File: config.mk
export PLATFORM = sky130hd
export DESIGN_NAME = wheel_speed_ramp_meter_flat
export DESIGN_NICKNAME = d
export VERILOG_FILES = /design/src/rtl/core/wsrm_pkg.sv /design/src/rtl/core/wsrm_if.sv /design/src/rtl/core/wsrm_ctrl.sv /design/src/rtl/core/wsrm_datapath.sv /design/src/rtl/core/wheel_speed_ramp_meter.sv /design/src/flat_wrapper.sv
export SDC_FILE = /design/constraint.sdc
export NUM_CORES = 2
export LEC_CHECK = 0
export BUFFER_PORTS_ARGS = -buffer_cell sky130_fd_sc_hd__buf_2
export CORE_MARGIN = 2
export CORE_UTILIZATION = 40
export DETAILED_ROUTE_END_ITERATION = 12
export HOLD_SLACK_MARGIN = 0.15
export PLACE_DENSITY_LB_ADDON = 0.3
export SYNTH_ARGS = -nofsm -noshare
export SYNTH_HDL_FRONTEND = slang
export SYNTH_SLANG_ARGS = --single-unit
File: constraint.sdc
create_clock -name clk -period 6.4 [get_ports clk]
set_input_delay 0.96 -clock clk [delete_from_list [all_inputs] [get_ports clk]]
set_output_delay 0.96 -clock clk [all_outputs]
set_load 0.01 [all_outputs]
File: src/rtl/core/wsrm_pkg.sv
package wsrm_pkg;

	localparam int RAMP_STEPS = 8;
	localparam int IDX_W      = $clog2(RAMP_STEPS);
	localparam int CUR_W      = $clog2(RAMP_STEPS + 1);
	localparam int SPD_W      = 10;
	localparam int ACC_W      = $clog2(999 * RAMP_STEPS + 1);

	localparam logic [SPD_W-1:0] SPEED_MAX = 10'd999;

	localparam int PROD_W    = 48;
	localparam int NUM_W     = 54;
	localparam int DEN_W     = 36;
	localparam int DIV_STEPS = PROD_W / 2;
	localparam int DCNT_W    = $clog2(DIV_STEPS);
	localparam int QBITS     = 10;
	localparam int QCNT_W    = $clog2(QBITS);

	localparam logic [1:0] FUNC_MEASURE = 2'd0;
	localparam logic [1:0] FUNC_TIMEOUT = 2'd1;
	localparam logic [1:0] FUNC_SEND    = 2'd2;

	localparam logic [1:0] CFG_WINDOW_MS       = 2'd0;
	localparam logic [1:0] CFG_MM_PER_TURN     = 2'd1;
	localparam logic [1:0] CFG_PULSES_PER_TURN = 2'd2;

	typedef enum logic [3:0] {
		ST_IDLE,
		ST_DECIDE,
		ST_MUL,
		ST_DIST,
		ST_SPREP,
		ST_SAT,
		ST_SDIV,
		ST_FINIT,
		ST_FILL,
		ST_EMIT
	} wsrm_state_t;

	typedef struct packed {
		logic accept;
		logic close;
		logic dist_step;
		logic spd_prep;
		logic sat;
		logic spd_step;
		logic fill_init;
		logic fill_step;
		logic emit;
	} wsrm_cmd_t;

	typedef struct packed {
		logic close_hit;
		logic dist_last;
		logic spd_last;
		logic fill_last;
		logic out_free;
	} wsrm_stat_t;

endpackage

File: src/rtl/core/wsrm_if.sv
interface wsrm_in_if;
	logic        valid;
	logic        ready;
	logic [1:0]  func;
	logic [15:0] elapsed_ms;
	logic [15:0] pulse_delta;

	modport source (output valid, output func, output elapsed_ms, output pulse_delta,
		input ready);
	modport sink (input valid, input func, input elapsed_ms, input pulse_delta,
		output ready);
endinterface

interface wsrm_out_if;
	logic        valid;
	logic        ready;
	logic        window_closed;
	logic [9:0]  window_speed;
	logic        shown_valid;
	logic [9:0]  shown_speed;
	logic [31:0] odometer_mm;

	modport source (output valid, output window_closed, output window_speed,
		output shown_valid, output shown_speed, output odometer_mm, input ready);
	modport sink (input valid, input window_closed, input window_speed,
		input shown_valid, input shown_speed, input odometer_mm, output ready);
endinterface

File: src/rtl/core/wsrm_ctrl.sv
module wsrm_ctrl (
	input  logic                   clk,
	input  logic                   arst_n,
	input  logic                   in_valid,
	output logic                   in_ready,
	input  wsrm_pkg::wsrm_stat_t   stat,
	output wsrm_pkg::wsrm_cmd_t    cmd
);
	import wsrm_pkg::*;

	wsrm_state_t state_q;
	wsrm_state_t state_d;

	always_ff @(posedge clk or negedge arst_n) begin
		if (!arst_n) begin
			state_q <= ST_IDLE;
		end else begin
			state_q <= state_d;
		end
	end

	always_comb begin
		state_d = state_q;
		case (state_q)
			ST_IDLE: begin
				if (in_valid) state_d = ST_DECIDE;
			end
			ST_DECIDE: begin
				state_d = stat.close_hit ? ST_MUL : ST_EMIT;
			end
			ST_MUL:   state_d = ST_DIST;
			ST_DIST: begin
				if (stat.dist_last) state_d = ST_SPREP;
			end
			ST_SPREP: state_d = ST_SAT;
			ST_SAT:   state_d = ST_SDIV;
			ST_SDIV: begin
				if (stat.spd_last) state_d = ST_FINIT;
			end
			ST_FINIT: state_d = ST_FILL;
			ST_FILL: begin
				if (stat.fill_last) state_d = ST_EMIT;
			end
			ST_EMIT: begin
				if (stat.out_free) state_d = ST_IDLE;
			end
			default:  state_d = ST_IDLE;
		endcase
	end

	always_comb begin
		cmd      = '0;
		in_ready = 1'b0;
		case (state_q)
			ST_IDLE: begin
				in_ready   = 1'b1;
				cmd.accept = in_valid;
			end
			ST_MUL:   cmd.close     = 1'b1;
			ST_DIST:  cmd.dist_step = 1'b1;
			ST_SPREP: cmd.spd_prep  = 1'b1;
			ST_SAT:   cmd.sat       = 1'b1;
			ST_SDIV:  cmd.spd_step  = 1'b1;
			ST_FINIT: cmd.fill_init = 1'b1;
			ST_FILL:  cmd.fill_step = 1'b1;
			ST_EMIT:  cmd.emit      = stat.out_free;
			default: begin
				cmd      = '0;
				in_ready = 1'b0;
			end
		endcase
	end

endmodule

File: src/rtl/core/wsrm_datapath.sv
module wsrm_datapath (
	input  logic                   clk,
	input  logic                   arst_n,
	input  wsrm_pkg::wsrm_cmd_t    cmd,
	output wsrm_pkg::wsrm_stat_t   stat,
	input  logic                   cfg_we,
	input  logic [1:0]             cfg_index,
	input  logic [15:0]            cfg_data,
	input  logic [1:0]             func,
	input  logic [15:0]            elapsed_ms,
	input  logic [15:0]            pulse_delta,
	output logic                   out_valid,
	input  logic                   out_ready,
	output logic                   window_closed,
	output logic [9:0]             window_speed,
	output logic                   shown_valid,
	output logic [9:0]             shown_speed,
	output logic [31:0]            odometer_mm
);
	import wsrm_pkg::*;

	logic [15:0] window_ms_q;
	logic [15:0] mm_per_turn_q;
	logic [7:0]  ppt_cfg_q;

	logic [1:0]  func_q;
	logic [31:0] wtime_q;
	logic [31:0] wpulses_q;
	logic [31:0] odo_q;
	logic [31:0] tlat_q;
	logic [7:0]  ppt_q;

	logic [PROD_W-1:0] num_q;
	logic [7:0]        rem_q;
	logic [DCNT_W-1:0] dcnt_q;

	logic [NUM_W-1:0]          nsp_q;
	logic [DEN_W-1:0]          den_q;
	logic [DEN_W+QBITS-2:0]    dsh_q;
	logic [QBITS-1:0]          q_q;
	logic [QCNT_W-1:0]         qcnt_q;
	logic                      ovr_q;
	logic [SPD_W-1:0]          ovr_val_q;

	logic [SPD_W-1:0] prev_q;
	logic [SPD_W-1:0] base_q;
	logic [SPD_W-1:0] dmag_q;
	logic             inc_q;
	logic [ACC_W-1:0] acc_q;
	logic [IDX_W-1:0] fidx_q;
	logic [CUR_W-1:0] cur_q;
	logic [SPD_W-1:0] store_q [RAMP_STEPS];

	logic             res_closed_q;
	logic [SPD_W-1:0] res_wspeed_q;
	logic             res_valid_q;
	logic [SPD_W-1:0] res_shown_q;

	logic             out_valid_q;
	logic             out_closed_q;
	logic [SPD_W-1:0] out_wspeed_q;
	logic             out_svalid_q;
	logic [SPD_W-1:0] out_shown_q;
	logic [31:0]      out_odo_q;

	logic [PROD_W-1:0] num_d;
	logic [7:0]        rem_d;
	logic [8:0]        trial;
	logic [SPD_W-1:0]  spd_final;
	logic [SPD_W-1:0]  ramp_step;
	logic              send_ok;

	// Two quotient bits per cycle; the remainder always stays below the divisor.
	always_comb begin
		rem_d = rem_q;
		num_d = num_q;
		trial = '0;
		for (int i = 0; i < 2; i++) begin
			trial = {rem_d, num_d[PROD_W-1]};
			num_d = {num_d[PROD_W-2:0], 1'b0};
			if (trial >= {1'b0, ppt_q}) begin
				trial    = trial - {1'b0, ppt_q};
				num_d[0] = 1'b1;
			end
			rem_d = trial[7:0];
		end
	end

	assign spd_final = ovr_q ? ovr_val_q : ((q_q > SPEED_MAX) ? SPEED_MAX : q_q);
	assign ramp_step = SPD_W'(acc_q / RAMP_STEPS);
	assign send_ok   = (cur_q < CUR_W'(RAMP_STEPS));

	assign stat.close_hit = ((func_q == FUNC_MEASURE) && (wtime_q >= {16'd0, window_ms_q}))
		|| (func_q == FUNC_TIMEOUT);
	assign stat.dist_last = (dcnt_q == DCNT_W'(DIV_STEPS - 1));
	assign stat.spd_last  = (qcnt_q == QCNT_W'(QBITS - 1));
	assign stat.fill_last = (fidx_q == IDX_W'(RAMP_STEPS - 1));
	assign stat.out_free  = !out_valid_q || out_ready;

	always_ff @(posedge clk or negedge arst_n) begin
		if (!arst_n) begin
			window_ms_q   <= 16'd500;
			mm_per_turn_q <= 16'd2000;
			ppt_cfg_q     <= 8'd1;
		end else if (cfg_we) begin
			if (cfg_index == CFG_WINDOW_MS) window_ms_q <= cfg_data;
			if (cfg_index == CFG_MM_PER_TURN) mm_per_turn_q <= cfg_data;
			if (cfg_index == CFG_PULSES_PER_TURN) ppt_cfg_q <= cfg_data[7:0];
		end
	end

	always_ff @(posedge clk or negedge arst_n) begin
		if (!arst_n) begin
			wtime_q      <= '0;
			wpulses_q    <= '0;
			odo_q        <= '0;
			prev_q       <= '0;
			cur_q        <= '0;
			res_closed_q <= 1'b0;
			res_wspeed_q <= '0;
			res_valid_q  <= 1'b0;
			res_shown_q  <= '0;
			out_valid_q  <= 1'b0;
			for (int k = 0; k < RAMP_STEPS; k++) begin
				store_q[k] <= '0;
			end
		end else begin
			if (cmd.accept) begin
				res_closed_q <= 1'b0;
				res_wspeed_q <= '0;
				res_valid_q  <= 1'b0;
				res_shown_q  <= '0;
				if (func == FUNC_MEASURE) begin
					wtime_q   <= wtime_q + {16'd0, elapsed_ms};
					wpulses_q <= wpulses_q + {16'd0, pulse_delta};
				end
				if ((func == FUNC_SEND) && send_ok) begin
					res_valid_q <= 1'b1;
					res_shown_q <= store_q[cur_q[IDX_W-1:0]];
					cur_q       <= cur_q + 1'b1;
				end
			end
			if (cmd.close) begin
				wtime_q   <= '0;
				wpulses_q <= '0;
			end
			if (cmd.spd_prep) begin
				odo_q <= odo_q + num_q[31:0];
			end
			if (cmd.fill_init) begin
				res_closed_q <= 1'b1;
				res_wspeed_q <= spd_final;
				prev_q       <= spd_final;
				cur_q        <= '0;
			end
			if (cmd.fill_step) begin
				store_q[fidx_q] <= inc_q ? (base_q + ramp_step) : (base_q - ramp_step);
			end
			if (cmd.emit) begin
				out_valid_q <= 1'b1;
			end else if (out_ready) begin
				out_valid_q <= 1'b0;
			end
		end
	end

	always_ff @(posedge clk) begin
		if (cmd.accept) begin
			func_q <= func;
		end
		if (cmd.close) begin
			tlat_q <= wtime_q;
			ppt_q  <= (ppt_cfg_q == 8'd0) ? 8'd1 : ppt_cfg_q;
			num_q  <= PROD_W'(wpulses_q * mm_per_turn_q);
			rem_q  <= '0;
			dcnt_q <= '0;
		end
		if (cmd.dist_step) begin
			num_q  <= num_d;
			rem_q  <= rem_d;
			dcnt_q <= dcnt_q + 1'b1;
		end
		if (cmd.spd_prep) begin
			// distance * 36 and time * 10 as shift-and-add
			nsp_q <= ({{(NUM_W-PROD_W){1'b0}}, num_q} << 5)
				+ ({{(NUM_W-PROD_W){1'b0}}, num_q} << 2);
			den_q <= ({4'd0, tlat_q} << 3) + ({4'd0, tlat_q} << 1);
			if (func_q == FUNC_TIMEOUT) begin
				ovr_q     <= 1'b1;
				ovr_val_q <= '0;
			end else if (tlat_q == 32'd0) begin
				ovr_q     <= 1'b1;
				ovr_val_q <= (num_q != '0) ? SPEED_MAX : '0;
			end else begin
				ovr_q     <= 1'b0;
				ovr_val_q <= '0;
			end
		end
		if (cmd.sat) begin
			// A quotient of 1024 or more cannot come out of ten bits.
			if (!ovr_q && (nsp_q >= {{(NUM_W-DEN_W-QBITS){1'b0}}, den_q, {QBITS{1'b0}}})) begin
				ovr_q     <= 1'b1;
				ovr_val_q <= SPEED_MAX;
			end
			dsh_q  <= {den_q, {(QBITS-1){1'b0}}};
			q_q    <= '0;
			qcnt_q <= '0;
		end
		if (cmd.spd_step) begin
			if (nsp_q >= {{(NUM_W-DEN_W-QBITS+1){1'b0}}, dsh_q}) begin
				nsp_q <= nsp_q - {{(NUM_W-DEN_W-QBITS+1){1'b0}}, dsh_q};
				q_q   <= {q_q[QBITS-2:0], 1'b1};
			end else begin
				q_q   <= {q_q[QBITS-2:0], 1'b0};
			end
			dsh_q  <= dsh_q >> 1;
			qcnt_q <= qcnt_q + 1'b1;
		end
		if (cmd.fill_init) begin
			base_q <= prev_q;
			inc_q  <= (spd_final > prev_q);
			fidx_q <= '0;
			if (spd_final > prev_q) begin
				dmag_q <= spd_final - prev_q;
				acc_q  <= ACC_W'(spd_final - prev_q);
			end else begin
				dmag_q <= prev_q - spd_final;
				acc_q  <= '0;
			end
		end
		if (cmd.fill_step) begin
			acc_q  <= acc_q + ACC_W'(dmag_q);
			fidx_q <= fidx_q + 1'b1;
		end
		if (cmd.emit) begin
			out_closed_q <= res_closed_q;
			out_wspeed_q <= res_wspeed_q;
			out_svalid_q <= res_valid_q;
			out_shown_q  <= res_shown_q;
			out_odo_q    <= odo_q;
		end
	end

	assign out_valid     = out_valid_q;
	assign window_closed = out_closed_q;
	assign window_speed  = out_wspeed_q;
	assign shown_valid   = out_svalid_q;
	assign shown_speed   = out_shown_q;
	assign odometer_mm   = out_odo_q;

	a_cursor_bound: assert property (@(posedge clk) disable iff (!arst_n)
		cur_q <= CUR_W'(RAMP_STEPS))
		else $error("send cursor ran past the ramp store");

	a_fill_state: assert property (@(posedge clk) disable iff (!arst_n)
		cmd.fill_init |=> (cur_q == '0) && (prev_q == res_wspeed_q) && res_closed_q)
		else $error("ramp fill did not rewind the cursor or record the speed");

	a_speed_range: assert property (@(posedge clk) disable iff (!arst_n)
		res_closed_q |-> (res_wspeed_q <= SPEED_MAX))
		else $error("window speed above saturation limit");

	a_div_rem: assert property (@(posedge clk) disable iff (!arst_n)
		cmd.dist_step |-> (ppt_q != 8'd0) && (rem_q < ppt_q))
		else $error("distance divider remainder out of range");

endmodule

File: src/rtl/core/wheel_speed_ramp_meter.sv
// A request that closes a window passes through distance division, speed division and ramp
// fill before its result is loaded into the output register; other requests go from the
// decision straight to the output register. The block takes one request at a time and
// accepts no new request until the previous result has moved into the output register,
// so it stalls while an earlier result still waits there.
// Reset (arst_n low) clears totals, odometer, ramp store and cursor and loads default config.
module wheel_speed_ramp_meter (
	input  logic              clk,
	input  logic              arst_n,
	wsrm_in_if.sink           in_ch,
	wsrm_out_if.source        out_ch,
	input  logic              cfg_we,
	input  logic [1:0]        cfg_index,
	input  logic [15:0]       cfg_data
);
	import wsrm_pkg::*;

	wsrm_cmd_t  cmd;
	wsrm_stat_t stat;
	logic       in_ready;

	assign in_ch.ready = in_ready;

	wsrm_ctrl u_ctrl (
		.clk      (clk),
		.arst_n   (arst_n),
		.in_valid (in_ch.valid),
		.in_ready (in_ready),
		.stat     (stat),
		.cmd      (cmd)
	);

	wsrm_datapath u_datapath (
		.clk           (clk),
		.arst_n        (arst_n),
		.cmd           (cmd),
		.stat          (stat),
		.cfg_we        (cfg_we),
		.cfg_index     (cfg_index),
		.cfg_data      (cfg_data),
		.func          (in_ch.func),
		.elapsed_ms    (in_ch.elapsed_ms),
		.pulse_delta   (in_ch.pulse_delta),
		.out_valid     (out_ch.valid),
		.out_ready     (out_ch.ready),
		.window_closed (out_ch.window_closed),
		.window_speed  (out_ch.window_speed),
		.shown_valid   (out_ch.shown_valid),
		.shown_speed   (out_ch.shown_speed),
		.odometer_mm   (out_ch.odometer_mm)
	);

endmodule

File: src/flat_wrapper.sv
// flat-port wrapper written by rule: the top's interface ports become plain ports
module wheel_speed_ramp_meter_flat import wsrm_pkg::*;
  (clk, arst_n, cfg_we, cfg_index, cfg_data, in_ch_valid, in_ch_func, in_ch_elapsed_ms, in_ch_pulse_delta, in_ch_ready, out_ch_valid, out_ch_window_closed, out_ch_window_speed, out_ch_shown_valid, out_ch_shown_speed, out_ch_odometer_mm, out_ch_ready);
  wsrm_in_if in_ch_i ();
  wsrm_out_if out_ch_i ();
  input  logic clk;
  input  logic arst_n;
  input  logic cfg_we;
  input  logic [1:0] cfg_index;
  input  logic [15:0] cfg_data;
  input wire logic [$bits(in_ch_i.valid)-1:0] in_ch_valid;
  input wire logic [$bits(in_ch_i.func)-1:0] in_ch_func;
  input wire logic [$bits(in_ch_i.elapsed_ms)-1:0] in_ch_elapsed_ms;
  input wire logic [$bits(in_ch_i.pulse_delta)-1:0] in_ch_pulse_delta;
  output wire logic [$bits(in_ch_i.ready)-1:0] in_ch_ready;
  output wire logic [$bits(out_ch_i.valid)-1:0] out_ch_valid;
  output wire logic [$bits(out_ch_i.window_closed)-1:0] out_ch_window_closed;
  output wire logic [$bits(out_ch_i.window_speed)-1:0] out_ch_window_speed;
  output wire logic [$bits(out_ch_i.shown_valid)-1:0] out_ch_shown_valid;
  output wire logic [$bits(out_ch_i.shown_speed)-1:0] out_ch_shown_speed;
  output wire logic [$bits(out_ch_i.odometer_mm)-1:0] out_ch_odometer_mm;
  input wire logic [$bits(out_ch_i.ready)-1:0] out_ch_ready;
  assign in_ch_i.valid = in_ch_valid;
  assign in_ch_i.func = in_ch_func;
  assign in_ch_i.elapsed_ms = in_ch_elapsed_ms;
  assign in_ch_i.pulse_delta = in_ch_pulse_delta;
  assign in_ch_ready = in_ch_i.ready;
  assign out_ch_valid = out_ch_i.valid;
  assign out_ch_window_closed = out_ch_i.window_closed;
  assign out_ch_window_speed = out_ch_i.window_speed;
  assign out_ch_shown_valid = out_ch_i.shown_valid;
  assign out_ch_shown_speed = out_ch_i.shown_speed;
  assign out_ch_odometer_mm = out_ch_i.odometer_mm;
  assign out_ch_i.ready = out_ch_ready;
  wheel_speed_ramp_meter u_core (.clk(clk), .arst_n(arst_n), .in_ch(in_ch_i), .out_ch(out_ch_i), .cfg_we(cfg_we), .cfg_index(cfg_index), .cfg_data(cfg_data));
endmodule
# Yosys cells after proc, flatten, opt, wreduce, memory -nomap -nowiden
# Cells that the tools add are included.
# classes
add_sub_neg,18
n_mul,1
n_lt_le_gt_ge,11
eq_ne,21
n_mux,80
bitwise,2
n_reduce_logical,29
# ops
operator,n
$mux 32,6
$mux 10,18
$mux 54,3
$mux 48,2
$mux 44,2
$bwmux 80,1
$add 32x16->32,2
$add 53x50->54,1
$ge 54x45->1,1
$ge 54x46->1,1
$sub 54x45->54,1
$mul 32x16->48,1
$reduce_bool 48->1,1
$mux 4,11
$pmux 4 s10,1
$mux 13,3
$add 35x33->36,1
$add 32x32->32,1
$ge 32x16->1,1
$logic_not 32->1,1
$mux 8,4
$bmux 10 s3,1
$demux 10 s3,1
$sub 10x10->10,3
36 further kinds,94
# word_totals
ff_bits,611
in_bits,57
output_inout_bits,56
word_cells,208

# Depth between registers and ports, before layout
# logic_depth
ltp_word,7
depth_mapped,26
mapped_depth_nobuf,24

# By module
# A second synthesis with hierarchy kept.
# hier_totals
cells_unflattened,5595
area_unflattened_um2,52892.0
# modules_own_cells
mod,n_inst,cells_per_inst,area_per_inst_um2,seq_area_each_um2
wsrm_datapath,1,5545,52516.6,16286.9
wsrm_ctrl,1,50,375.4,100.1

# Worst setup path after synthesis
# Ideal clock, no wire load.
# synth_timing
path_kind,register to register
start,reg u_core.u_datapath.mm_per_turn_q[9]
end,reg u_core.u_datapath.num_q[44] (data pin)
setup_ns,0.259
arrival_ns,6.344
required_time_ns,6.141
setup_slack_ns,-0.203
stages_incl_launch_ff,22
n_path_buf,1
synth_period_minus_slack_ns,6.603
path_cell_list,dfstp_2 > clkbuf_1 > nand2_1 > fa_1 > inv_1 > fa_1 > fa_1 > fa_1 > fa_1 > inv_1 > fa_1 > inv_1 > ha_1 > a21o_1 > o21bai_1 > a2111oi_0 > o21bai_1 > a22oi_1 > a21oi_1 > a311oi_1 > a22oi_1 > a211o_1
# synth_between
elab_chain_len,3
# synth_lines
element,line,source
start: declaration,wsrm_datapath.sv:23,logic [15:0] mm_per_turn_q;
start signal: assignment,wsrm_datapath.sv:107,if (cfg_index == CFG_MM_PER_TURN) mm_per_turn_q <= cfg_data;
$mul 32x16->48,wsrm_datapath.sv:174,num_q <= PROD_W'(wpulses_q * mm_per_turn_q);
$mux 48,wsrm_datapath.sv:171,if (cmd.close) begin
$mux 48,wsrm_datapath.sv:178,if (cmd.dist_step) begin
end signal: assignment,wsrm_datapath.sv:174,
end signal: assignment,wsrm_datapath.sv:179,num_q <= num_d;
end: declaration,wsrm_datapath.sv:33,logic [PROD_W-1:0] num_q;
# No other way between the ends. The select of a mux whose other input is x is not followed.
# A chain may end at the register's enable or synchronous reset.

# Final worst setup path
# layout_timing
start,reg u_core.u_datapath.mm_per_turn_q[4]
end,reg u_core.u_datapath.num_q[44] (data pin)
# Same word-level chain as after synthesis.

==> metrics list <==
- The number of global-route vias before repair is 41.51k.
* 1st-pass router iterations: 6
- At the pin with the least slew margin, the transition time is 1079 ps.
- Clock network latency to the later pin of the worst-skew pair: 650 ps
- STA classifies the critical path endpoint as a flop.
- The detailed router placed 41.79k vias in this run.
- In this run, synthesis produced a sequential element count of 610.
- A synthesized cell averages 9.317 um^2.
- After synthesis the cells add up to 53,670 um^2.
- Number of hold violations in the final report: 0
- Yosys mapped the design onto 101 distinct sky130hd cell types.
- Entering global routing, the biggest net connects 140 pins.
- Worst R2R Setup Slack: -110 ps
- The worst path uses 101.7% of the clock period.
* Remaining antenna violation count after routing: 0
* Area used by multi-input combinational logic: 34,530 um^2
* CTS root buffer: sky130_fd_sc_hd__clkbuf_16
- H-tree levels: 3
- Leaving out fill and tap cells, the most frequent cell in the layout is sky130_fd_sc_hd__nand2_1.
- Max Transition Viols Final: 0
* Number of standard-cell rows in the floorplan: 134
* Top achievable clock speed: 153.7 MHz
- For this design the top-level I/O count stands at 113.
- Share of final-layout standard cells stronger than drive strength 1: 14.12%
- The startpoint identified for the worst register-to-register timing path is u_core.u_datapath.mm_per_turn_q[4].
- The worst hold path belongs to the class in2async.
- The initial utilization of the core area, before any placement, comes to 40.27%.
* Die Outline Area: 137,100 um^2
- Of all flip-flops after synthesis, the portion carrying an async set or reset was 42.13%.
- Total Power Consumption: 35.33 mW
- Headroom to the max-slew limit came out at 27.78%.
- For this run, the post-layout net count is 6,870.
* Setup violators final: 12
- Dividing the detail-routed wire length by the instance count gives 18.89 um.
- Counting flops with a built-in enable in the synthesized netlist gives 287.
- Switching power share of the total: 47.02%
- Via density per instance: 5.362
- In this run the worst path has a maximum fanout of 6.
* Final weighted congestion in routability-driven placement: 0.9256
- Final hold analysis gives a worst-case slack of 273.1 ps.
* Cell count after synthesis: 5,761
- Max-cap violations in this run came to 0.
- Summed over all cells, the static leakage comes to 27.74 nW.
- Seq/Total Area, Yosys: 30.53%
* Total CTS buffers: 71
* Final period demand of the worst path: 6506 ps
- Post-detailed-placement half-perimeter wirelength: 114,500 um
- Post-route worst setup slack: -105.7 ps
- Kind of critical path: reg2reg
* Core ar.: 133,300 um^2
- TritonCTS built the clock tree.
- At the worst endpoint, the required time is 6800 ps.
* Internal power contribution: 18.72 mW
- The die is 370.3 um tall.
- The number of antenna violations at the first check in global routing was 1.
- Synthesis produced a netlist with a net count of 6,663.
- Yosys printed 0 warnings.
- Type of origin of the critical path: flop
* Count of clock tree sinks: 610
- The first global-routing pass estimated 232,900 um of wire.
* Outcome: complete, but fails checks
- Data on the critical path arrives at its endpoint at 6910 ps.
- Remaining Overflow, GRT: 0
- After detailed routing, the number of remaining DRC violations is 0.
* Layout area overhead: 13.75%
- In this run the power spent charging and discharging nets is 16.61 mW.
- RSZ-0062 raised after global routing: yes
- The final layout contains routed wiring with a total length of 147,300 um.
- Largest voltage drop on the vdd net: 899.5 uV
- Registers take 16,400 um^2.
- Chip width: 370.3 um
* Final standard cell utilization of the core: 45.80%
- Buffers placed on the I/O ports in this run total 112.
* Global router's overall resource usage: 21.43%
* Register clock-pin slew on the reported worst setup and hold paths: 60 ps
- Among all flip-flop cells after synthesis, the most frequent one is sky130_fd_sc_hd__edfxtp_1.
- The number of antenna diodes in the final layout is 0.
* # fillers: 12.70k
- Clock skew on the completed layout was measured at 17.67 ps.
- Combinational cell fraction of total power: 68.2%
- For this design the ratio of total power to cell area is 578.7 nW/um^2.
* Failing checks: negative setup slack
* Top library cells by usage in the layout, fill and taps aside: sky130_fd_sc_hd__nand2_1, sky130_fd_sc_hd__inv_1, sky130_fd_sc_hd__fa_1
- The critical path starts at u_core.u_datapath.mm_per_turn_q[4].
- Portion of total power attributed to sequential cells: 20.2%
* Detailed router's first-iteration violation count: 2,971
- Bufs on Longest Clock Path: 3
* Fraction of power consumed by the clock network: 11.6%
==> kinds of logic (layout without fill, tap and decap cells) <==
kind of cell / after synthesis / in the layout / share of synthesized area (%)
simple gates: 1749 / 1749 / 15.50
fa+ha+maj: 845 / 845 / 25.71
xor+xnor: 284 / 284 / 4.634
flops: 610 / 610 / 30.53
buf+inv: 958 / 1223 / 6.788
compound gates: 1189 / 1189 / 13.84
mux: 126 / 126 / 2.986
==> cell type report <==
type	count	area share, %
Inverter	702	4.316
Multi-Input combinational cell	4193	56.55
Sequential cell	610	26.87
Timing Repair Buffer	390	4.822
Clock inverter	32	0.5533
Clock buffer	99	3.267
Tap cell	1768	3.623
==> sequential cells by signal, indices dropped and copies added, names as in the netlist, 13 cells and up <==
| signal | cells |
|---|---|
| u_core.u_datapath.wpulses_q | 32 |
| u_core.u_datapath.den_q | 35 |
| u_core.u_datapath.wtime_q | 32 |
| u_core.u_datapath.odo_q | 32 |
| u_core.u_datapath.dsh_q | 45 |
| u_core.u_datapath.odometer_mm | 32 |
| u_core.u_datapath.tlat_q | 32 |
| u_core.u_datapath.nsp_q | 54 |
| u_core.u_datapath.store_q | 80 |
| u_core.u_datapath.num_q | 48 |
| u_core.u_datapath.window_ms_q | 16 |
| u_core.u_datapath.acc_q | 13 |
| u_core.u_datapath.mm_per_turn_q | 16 |
==> critical path, cell delays in order, from the launching register on <==
cell                       delay (ps)
sky130_fd_sc_hd__dfstp_2          650
sky130_fd_sc_hd__buf_6            150
sky130_fd_sc_hd__buf_6            100
sky130_fd_sc_hd__buf_4            100
sky130_fd_sc_hd__and2_4           130
sky130_fd_sc_hd__fa_1             420
sky130_fd_sc_hd__inv_2             70
sky130_fd_sc_hd__fa_1             450
sky130_fd_sc_hd__fa_2             540
sky130_fd_sc_hd__inv_1             50
sky130_fd_sc_hd__fa_1             460
sky130_fd_sc_hd__fa_1             490
sky130_fd_sc_hd__inv_1             50
sky130_fd_sc_hd__fa_1             510
sky130_fd_sc_hd__inv_2             50
sky130_fd_sc_hd__ha_4             270
sky130_fd_sc_hd__and3_4           200
sky130_fd_sc_hd__nand2_4           60
sky130_fd_sc_hd__nor4_4           300
sky130_fd_sc_hd__and2_1           200
sky130_fd_sc_hd__a22oi_2          100
sky130_fd_sc_hd__a21oi_4          220
sky130_fd_sc_hd__a311oi_2         150
sky130_fd_sc_hd__a22oi_2          170
sky130_fd_sc_hd__nor3_1            70
sky130_fd_sc_hd__a211o_1          280
==> power by group through the flow <==
stage                     sequential (mW)  combinational, mW  clock (mW)
final                                7.13               24.1        4.10
after global routing                 7.28               26.9        4.36
after CTS                            7.12               23.1        4.20
after detailed placement             7.18               21.6           0
after global placement               7.15               21.3           0
after floorplan                      6.57               15.1           0
==> per-stage QoR <==
step                setup TNS (ps)  setup WS [ps]  cells  cell area (um^2)
global placement             -3160         -302.0   7621             57420
finish                      -575.6         -105.7   7794             61050
CTS                         -192.5         -41.96   7778             60490
detailed placement           -4186         -408.4   7621             57420
floorplan                   -4.010         -4.010   5761             53710
global route                 -3426         -318.8   7794             61050
==> layer usage <==
layer | GRT usage [%] | vias up | part of all wire, %
li1 | - | 19938 | -
met1 | 30.51 | 20455 | 46
met2 | 33.27 | 1196 | 44
met3 | 3.766 | 198 | 6.6
met4 | 6.270 | 2 | 2.6
met5 | 0 | - | 0.010
==> cell usage after synthesis, drive strengths merged, types with 38 or more instances <==
cell	instances	area share [%]
a211oi	38	0.57
a21o	165	2.3
a21oi	296	2.8
a31oi	44	0.52
and2	229	2.7
and3	57	0.66
clkbuf	223	1.6
dfrtp	244	11
dfxtp	66	2.5
edfxtp	287	16
fa	430	16
ha	415	9.7
inv	702	4.9
mux2	73	1.5
nand2	766	5.4
nand2b	40	0.47
nand3	107	1.0
nand4	60	0.73
nor2	262	1.8
nor2b	44	0.51
nor3	60	0.57
nor4	41	0.49
o21a	39	0.55
o21ai	376	3.5
o21bai	43	0.60
xnor2	173	2.8
xor2	111	1.8
==> final timing paths <==
check                                               endpoint  cells after the start
hold / removal             u_core.u_datapath.res_wspeed_q[1]                      1
setup reg to reg                 u_core.u_datapath.num_q[44]                     25
min in group clk            u_core.u_datapath.shown_speed[1]                      0
hold reg to reg             u_core.u_datapath.shown_speed[1]                      0
max in group asynchronous     u_core.u_datapath.wpulses_q[9]                      2
setup / recovery                 u_core.u_datapath.num_q[44]                     25
==> repair_timing <==
action	4_1_cts	5_1_grt
endpoints found under the setup margin	18	25
hold buffers	0	0
resized for setup	132	122
setup buffers	25	16
pin swaps	114	133
cloned	1	1
Power figures use the tool's default switching activity.
